**src/hdl/isl_pkg.sv**
```systemverilog
// ----------------------------------------------------------------------------
// isl_pkg
// Shared types, sizes and codes of the IP range stabbing lookup.
// ----------------------------------------------------------------------------
package isl_pkg;

  localparam int V4_DEPTH    = 4096;
  localparam int V6_DEPTH    = 1024;
  localparam int MAX_MATCHES = 64;

  localparam int V4_AW = $clog2(V4_DEPTH);
  localparam int V6_AW = $clog2(V6_DEPTH);
  localparam int V4_CW = $clog2(V4_DEPTH + 1);
  localparam int V6_CW = $clog2(V6_DEPTH + 1);
  localparam int IW    = (V4_CW > V6_CW) ? V4_CW : V6_CW;
  localparam int NW    = $clog2(MAX_MATCHES + 1);

  localparam int V4_W = 3 * 32 + 16;
  localparam int V6_W = 3 * 128 + 16;

  localparam logic [1:0] REQ_LOAD   = 2'd0;
  localparam logic [1:0] REQ_QUERY  = 2'd1;
  localparam logic [1:0] REQ_CLEAR  = 2'd2;
  localparam logic [1:0] REQ_UNUSED = 2'd3;

  typedef enum logic [2:0] {
    ST_IDLE,
    ST_SRCH,
    ST_SCMP,
    ST_WALK,
    ST_WCMP,
    ST_FIN
  } state_t;

  typedef struct packed {
    logic accept;
    logic s_rd;
    logic s_upd;
    logic w_init;
    logic w_rd;
    logic w_step;
    logic w_take;
    logic set_trunc;
    logic fin;
  } cmd_t;

  typedef struct packed {
    logic lt;
    logic start_le;
    logic i_zero;
    logic max_lt;
    logic end_ge;
    logic n_full;
    logic pend_v;
    logic out_free;
  } stat_t;

endpackage

```
**src/hdl/isl_ctrl.sv**
```systemverilog
// ----------------------------------------------------------------------------
// isl_ctrl
// Sequencer: accept, binary search, backward walk, final result.
// ----------------------------------------------------------------------------
module isl_ctrl (
  input  logic           clk,
  input  logic           rst_n,
  input  logic           in_valid,
  input  logic [1:0]     in_req_type,
  output logic           in_ready,
  input  isl_pkg::stat_t st,
  output isl_pkg::cmd_t  cmd
);
  import isl_pkg::*;

  state_t state_r, state_nxt;

  always_ff @(posedge clk) begin
    if (!rst_n) begin
      state_r <= ST_IDLE;
    end else begin
      state_r <= state_nxt;
    end
  end

  always_comb begin
    state_nxt = state_r;
    unique case (state_r)
      ST_IDLE: begin
        if (in_valid && in_req_type == REQ_QUERY) state_nxt = ST_SRCH;
      end
      ST_SRCH: state_nxt = st.lt ? ST_SCMP : ST_WALK;
      ST_SCMP: state_nxt = ST_SRCH;
      ST_WALK: state_nxt = st.i_zero ? ST_FIN : ST_WCMP;
      ST_WCMP: begin
        priority if (st.max_lt) state_nxt = ST_FIN;
        else if (st.end_ge && st.n_full) state_nxt = ST_FIN;
        else if (st.end_ge && st.pend_v && !st.out_free) state_nxt = ST_WCMP;
        else state_nxt = ST_WALK;
      end
      ST_FIN: begin
        if (st.out_free) state_nxt = ST_IDLE;
      end
      default: state_nxt = ST_IDLE;
    endcase
  end

  always_comb begin
    cmd = '0;
    in_ready = 1'b0;
    unique case (state_r)
      ST_IDLE: begin
        in_ready = 1'b1;
        cmd.accept = in_valid;
      end
      ST_SRCH: begin
        cmd.s_rd = st.lt;
        cmd.w_init = !st.lt;
      end
      ST_SCMP: cmd.s_upd = 1'b1;
      ST_WALK: cmd.w_rd = !st.i_zero;
      ST_WCMP: begin
        priority if (st.max_lt) begin
        end else if (st.end_ge && st.n_full) begin
          cmd.set_trunc = 1'b1;
        end else if (st.end_ge) begin
          cmd.w_take = !st.pend_v || st.out_free;
        end else begin
          cmd.w_step = 1'b1;
        end
      end
      ST_FIN: cmd.fin = st.out_free;
      default: begin
      end
    endcase
  end
endmodule

```
**config.mk**
```make
export PLATFORM = sky130hd
export DESIGN_NAME = isl_ctrl
export DESIGN_NICKNAME = d
export VERILOG_FILES = /design/src/hdl/isl_pkg.sv /design/src/hdl/isl_ctrl.sv
export SDC_FILE = /design/constraint.sdc
export NUM_CORES = 1
export LEC_CHECK = 0
export BUFFER_PORTS_ARGS = -buffer_cell sky130_fd_sc_hd__buf_4
export CORE_AREA = 8 8 45 47
export CTS_BUF_LIST = sky130_fd_sc_hd__clkbuf_8
export DETAILED_ROUTE_END_ITERATION = 6
export DIE_AREA = 0 0 53 55
export PLACE_DENSITY = 0.63
export SLEW_MARGIN = 20
export SYNTH_ARGS = -nofsm -noshare
export SYNTH_HDL_FRONTEND = slang
export SYNTH_SLANG_ARGS = --single-unit
export TNS_END_PERCENT = 100
```
**constraint.sdc**
```tcl
create_clock -name clk -period 1.08 [get_ports clk]
set_input_delay 0.108 -clock clk [delete_from_list [all_inputs] [get_ports clk]]
set_output_delay 0.108 -clock clk [all_outputs]
set_load 0.01 [all_outputs]
```
==> metrics.md, run 1 <==
| Metric | Value |
|---|---|
| Largest net degree at the start of global routing | 8 |
| Seq/Total Area, Yosys | 18.8% |
| Hold Path Origin | rst_n |
| Global placer's final weighted congestion | 0.761 |
| DP Cell Count | 85 |
| CP Cell Sequence | buf_6 -> nor3_4 -> and2_1 -> buf_4 |
| Final Util | between 50% and 60% |
| Post-synthesis cell count | 42 |
| R2R Path End | state_r[1] |
| Worst Path Required | between 0.9 and 1 ns |
| CTS sink count | 3 |
| Storage cell area | between 60 and 70 µm² |
| Final number of setup-violating endpoints | 12 |
| Syn Nets | between 50 and 60 |
| Io pins | 23 |
| Worst Hold Endpoint | state_r[0] |
| Total track usage | under 10% |
| Die ar. | 2920 µm² |
| Core area | around 1400 µm² |
| CP arrival | roughly 1.1 ns |
| Clk slew on worst S/H paths | 0.03 ns |
| #FFs+latches synth | 3 |
| Hold Crit Depth | 2 |
| Layout area overhead | 121% |
| Slew margin rel. | 81.5% |
| Synthesis Warnings | 0 |
| First-pass GRT wire length | 1.70 mm |
| Worst setup path class | flop to output pin |
| Pre-CTS WS | -0.129 ns |
| Peak supply drop | 518 µV |
| Initial DRC count | 3 |
| Crit path launch type | flop |
| PnR worst setup slack | -0.149 ns |
| Min-delay worst type | input port to flop |
| Max FFs per register | 3 |
| Cell Area, Synth | 320 µm² |
| Routed Antenna Nets | 0 |
| Worst R2R Setup Slack | -0.08 ns |
| Final instance area | 708 µm² |
| Fin Hold WS | around 0.14 ns |
| CP Capture Type | output pin |
| Minimum clock period | 1.23 ns |
| Num CTS Buffers | 3 |
| Area post-placement | between 500 and 600 µm² |
| Crit path max fanout | 5 |
| Fmax | 814 MHz |
| Clock Tree Root | clkbuf_8 |
| Max-slew violation count | 0 |
| Pwr dens | about 800 nW/µm² |
| GR peak layer | met2 |
| R2R cell count | 5 |
| Most frequent cells in the layout | buf_4 (29), nand2_1 (6), buf_6 (4), o21ai_0 (3), clkbuf_8 (3) |
| HPWL Detailed | 788 µm |
| Post-synthesis cell type count | 25 |
| Vias/cell | between 4 and 5 |
| NumNets Final | 93 |
| Worst Skew | around 0.00095 ns |
| Initial Utilization | 23.1% |
| Footprint of the multi-input gates | 303 µm² |
| Remaining global-route overflow | 0 |
| Asr flop ratio synth | 0% |
| Setup TNS | -1.24 ns |
| Met2 Use GR | 14.3% |
| Layout Cells excl Fill | 95 |
| EDFF count, synth | 0 |
| Avg WL per Cell | 11.9 µm |
| Clock Tree Buf Depth | 2 |
| Most common cell after layout, fill and taps aside | buf_4 |
| Syn avg cell area | 7.63 µm² |
| Biggest register | state_r |
| Vias in the first global route | 436 |
| Initial antenna violation count | 0 |
| R2R Path Start | state_r[1] |
| Leading registers by flop count | state_r (3) |
| Lkg Pwr | 0.313 nW |
| Die height | 55 µm |
| Met3 usage | 2.14% |
| CTS tree | done |
| IO Port Bufs | 21 |
| DR DRC count | 0 |
| Fillers | 138 |
| Final WL | 1.13 mm |
| Rows | 14 |
| Ys flop type | dfxtp_1 |
| Failing checks | negative setup slack |
| Critical path's slowest cell | dfxtp_4 |
| Max_cap viols | 0 |
| RSZ-0062 raised after global routing | true |
| Met1 Use GR | 6.99% |
| Fin. Hold Viols | 0 |
| DRT Pass-1 Iters | 4 |
| Outcome | finished with violations |
| Total power | 0.567 mW |
| Share of layout cells above drive strength 1 | 69.6% |
| Crit share post-route | 114% |
| # H-tree levels | 1 |
| Vias | 449 |
| Inserted Diodes | 0 |
| Skew-Pair Late Insertion Delay | 0.21 ns |
| Hold_buf cts | 0 |
| Worst slew pin tran | approximately 0.27 ns |
| Max stage delay on crit path | ~0.36 ns |
| Die width | approximately 53 µm |
## area by class of cell
type | instances | share of cell area (%)
Timing Repair Buffer | 34 | 37.8
Inverter | 1 | 0.530
Clock buffer | 3 | 5.83
Clock inverter | 1 | 0.530
Multi-Input combinational cell | 37 | 42.8
Tap cell | 16 | 2.83
Sequential cell | 3 | 9.72
## cell families (layout without fill, tap and decap cells)
group,count (synthesis),after routing,share of synthesized area (%)
and+or+nand+nor,27,27,55.9
AOI/OAI and AO/OA,10,10,22.7
buffers and inverters,2,39,2.73
DFF,3,3,18.8
## synthesized netlist by cell type, types with 2 or more instances
library cell	count	area share [%]
nor2_1	5	5.9
o21ai_0	3	4.7
a21oi_1	2	3.1
nand2b_1	2	3.9
and3_1	2	3.9
nand2_1	6	7.0
dfxtp_1	3	19
nor3_2	2	6.3
## routing by layer
| layer | vias to the layer above | share of wire (%) |
|---|---|---|
| met2 | 8 | 60 |
| met3 | 4 | 3.9 |
| met5 | - | 0 |
| met4 | 0 | 1.9 |
| li1 | 228 | - |
| met1 | 209 | 34 |
## what timing repair did
action                                 CTS  global route
pin swaps                                5             3
setup endpoints to repair               13            13
setup buffers                            4             2
endpoints found under the hold margin    0             0
gates resized for setup                 10            10
## worst max-delay path: cells and delay by family (launching register included)
family        cells  cell delay (ns)
simple gates      2             0.31
buf+inv           2             0.24
flops             1             0.36
## worst max path at each step
stage	slack, ns	start	to	cells past startpoint
after global routing	-0.23	state_r[1]	cmd[2]	5
final	-0.15	state_r[2]	cmd[8]	4
after floorplan	-0.02	state_r[2]	state_r[0]	4
after global placement	-0.10	state_r[2]	cmd[2]	5
after CTS	-0.16	state_r[1]	cmd[2]	5
after detailed placement	-0.13	state_r[2]	cmd[2]	5
## power breakdown
group,switching (mW),internal (mW),leakage (nW)
clock,0.0719,0.242,0.0269
combinational,0.0551,0.0797,0.260
sequential,0.00703,0.112,0.0263
(Power assumes the default switching activity.)
==> run 2: changes to the inputs <==
--- a/config.mk
+++ b/config.mk
@@ -11,6 +11,7 @@
 export DETAILED_ROUTE_END_ITERATION = 6
 export DIE_AREA = 0 0 53 55
 export PLACE_DENSITY = 0.63
+export SKIP_LAST_GASP = 1
 export SLEW_MARGIN = 20
 export SYNTH_ARGS = -nofsm -noshare
 export SYNTH_HDL_FRONTEND = slang
==> run 2 against run 1 <==
The run still ends with negative setup slack left. Final cell count unchanged. Critical path depth is the same. Flip-flop and latch count is the same. Clock power about the same. Clock skew about the same. Worst setup slack worse by 0.014 ns. Final area is 2.3% lower. Global-route usage unchanged. Via count down 1.6%. Total power decreased by 0.50%. Sequential power about the same. Die area unchanged.
==> metrics.md, run 2 (synthesis gave the netlist of run 1 again) <==
| Metric | Value |
|---|---|
| Initial DRC count | 4 (was 3) |
| Worst slew pin tran | 0.274 ns (about the same) |
| Final WL | 1.12 mm (was 1.13 mm) |
| Crit path max fanout | 5 (unchanged) |
| NumNets Final | 93 (unchanged) |
| Avg WL per Cell | 11.8 µm (was 11.9 µm) |
| Worst Skew | 0.000960 ns (was 0.000949 ns) |
| Num CTS Buffers | 3 (unchanged) |
| Initial antenna violation count | 0 (unchanged) |
| Largest delay contributor family on the critical path | flip-flops (unchanged) |
| R2R Path Start | state_r[1] (unchanged) |
| DP Cell Count | 85 (unchanged) |
| Slew margin rel. | 81.6% (was 81.5%) |
| Skew-Pair Late Insertion Delay | 0.21 ns (about the same) |
| Most frequent cells in the layout | buf_4 (31), nand2_1 (6), nor2_1 (3), o21ai_0 (3), clkbuf_8 (3) (was buf_4 (29), nand2_1 (6), buf_6 (4), o21ai_0 (3), clkbuf_8 (3)) |
| CP Capture Type | output pin (unchanged) |
| Initial Utilization | 23.1% (unchanged) |
| DR DRC count | 0 (unchanged) |
| Die height | 55 µm (unchanged) |
| Clk slew on worst S/H paths | 0.03 ns (about the same) |
| Rows | 14 (unchanged) |
| Clock Tree Buf Depth | 2 (unchanged) |
| CP Cell Sequence | buf_4 -> nor3_4 -> and2_1 -> buf_4 (was buf_6 -> nor3_4 -> and2_1 -> buf_4) |
| Critical path's slowest cell | dfxtp_4 (unchanged) |
| DRT Pass-1 Iters | 2 (was 4) |
| Pwr dens | 816 nW/µm² (was 801 nW/µm²) |
| Setup TNS | -1.39 ns (was -1.24 ns) |
| Layout Cells excl Fill | 95 (unchanged) |
| Worst setup path class | flop to output pin (unchanged) |
| Layout area overhead | 116% (was 121%) |
| Share of layout cells above drive strength 1 | 67.1% (was 69.6%) |
| Fillers | 141 (was 138) |
| Hold_buf cts | 0 (unchanged) |
| Routed Antenna Nets | 0 (unchanged) |
| Max_cap viols | 0 (unchanged) |
| Lkg Pwr | 0.307 nW (was 0.313 nW) |
| Vias/cell | 4.65 (was 4.73) |
| Critical path buffers and inverters | 2 (unchanged) |
| Global placer's final weighted congestion | 0.761 (unchanged) |
| Vias in the first global route | 436 (unchanged) |
| Min-delay worst type | input port to flop (unchanged) |
| Final number of setup-violating endpoints | 13 (was 12) |
| Die width | 53 µm (unchanged) |
| CTS sink count | 3 (unchanged) |
| Biggest register | state_r (unchanged) |
| Storage cell area | 67.6 µm² (was 68.8 µm²) |
| CP arrival | 1.13 ns (was 1.12 ns) |
| Most common cell after layout, fill and taps aside | buf_4 (unchanged) |
| Largest net degree at the start of global routing | 8 (unchanged) |
| Inserted Diodes | 0 (unchanged) |
| Remaining global-route overflow | 0 (unchanged) |
| Leading registers by flop count | state_r (3) (unchanged) |
| Crit share post-route | 115% (was 114%) |
| Crit path launch | state_r[2] (unchanged) |
| Die ar. | 2920 µm² (unchanged) |
| Core area | 1380 µm² (unchanged) |
| Minimum clock period | 1.24 ns (was 1.23 ns) |
| CTS tree | done (unchanged) |
| Fin Hold WS | 0.143 ns (about the same) |
| Max stage delay on crit path | 0.35 ns (was 0.36 ns) |
| HPWL Detailed | 788 µm (unchanged) |
| Io pins | 23 (unchanged) |
| Failing checks | negative setup slack (unchanged) |
| Max-slew violation count | 0 (unchanged) |
| Vias | 442 (was 449) |
| Fmax | 805 MHz (was 814 MHz) |
| # H-tree levels | 1 (unchanged) |
| Footprint of the multi-input gates | 295 µm² (was 303 µm²) |
| Hold Path Origin | rst_n (unchanged) |
| IO Port Bufs | 21 (unchanged) |
| RSZ-0062 raised after global routing | true (unchanged) |
| Max FFs per register | 3 (unchanged) |
| Worst Path Required | 0.97 ns (about the same) |
| First-pass GRT wire length | 1.70 mm (unchanged) |
| PnR worst setup slack | -0.163 ns (was -0.149 ns) |
| Outcome | finished with violations (unchanged) |
| Peak supply drop | 517 µV (was 518 µV) |
| Clock Tree Root | clkbuf_8 (unchanged) |
| Most used cell, CP | buf_4 |
| Fin. Hold Viols | 0 (unchanged) |
| Crit path launch type | flop (unchanged) |
| Total track usage | 7.92% (unchanged) |
run 2: cell counts in the layout (fill, tap and decap cells not counted):
Identical to the previous run, type by type.
run 2: path summary, 6_finish.rpt:
kind                            cells past startpoint         end  slack (ns)
worst max-delay path                                4      cmd[8]       -0.16
worst min-delay path                                2  state_r[0]        0.14
worst max register to register                      5  state_r[1]       -0.08
worst min register to register                      3  state_r[0]        0.68
run 2: repair_timing:
item | in CTS | in global routing
pin swaps | 5 | 3
endpoints found under the setup margin | 13 | 13
buffers inserted | 4 | 2
gates resized for setup | 10 | 5
run 2: layer usage:
layer / vias up / global-route usage [%] / wire (µm)
met4: 0 / 7.76 / 22
met2: 8 / 14.3 / 678
met3: 4 / 2.14 / 44
met1: 203 / 6.99 / 376
met5: - / 0 / 0
li1: 227 / - / -
run 2: area by class of cell:
cell class / count / share of cell area [%]
clock buffer: 3 / 5.97
clock inverter: 1 / 0.542
inverter: 1 / 0.542
multi-input combinational: 37 / 42.7
sequential: 3 / 9.76
tap: 16 / 2.89
timing repair buffer: 34 / 37.6
run 2: where the power goes:
group / switching, mW / internal (mW) / leakage (nW)
Sequential: 0.00698 / 0.112 / 0.0258
Clock: 0.0719 / 0.242 / 0.0269
Combinational: 0.0544 / 0.0777 / 0.254
Total: 0.133 / 0.431 / 0.307
run 2: per-stage QoR:
step	setup WS, ns	instance area, µm²	utilization (%)	power (mW)
final	-0.163	692	50.0	0.565
after global routing	-0.233	692	50.0	0.604
after CTS	-0.161	656	47.4	0.570
after detailed placement	-0.129	551	39.8	0.239
after global placement	-0.103	551	39.8	0.238
after floorplan	-0.0163	325	-	0.164
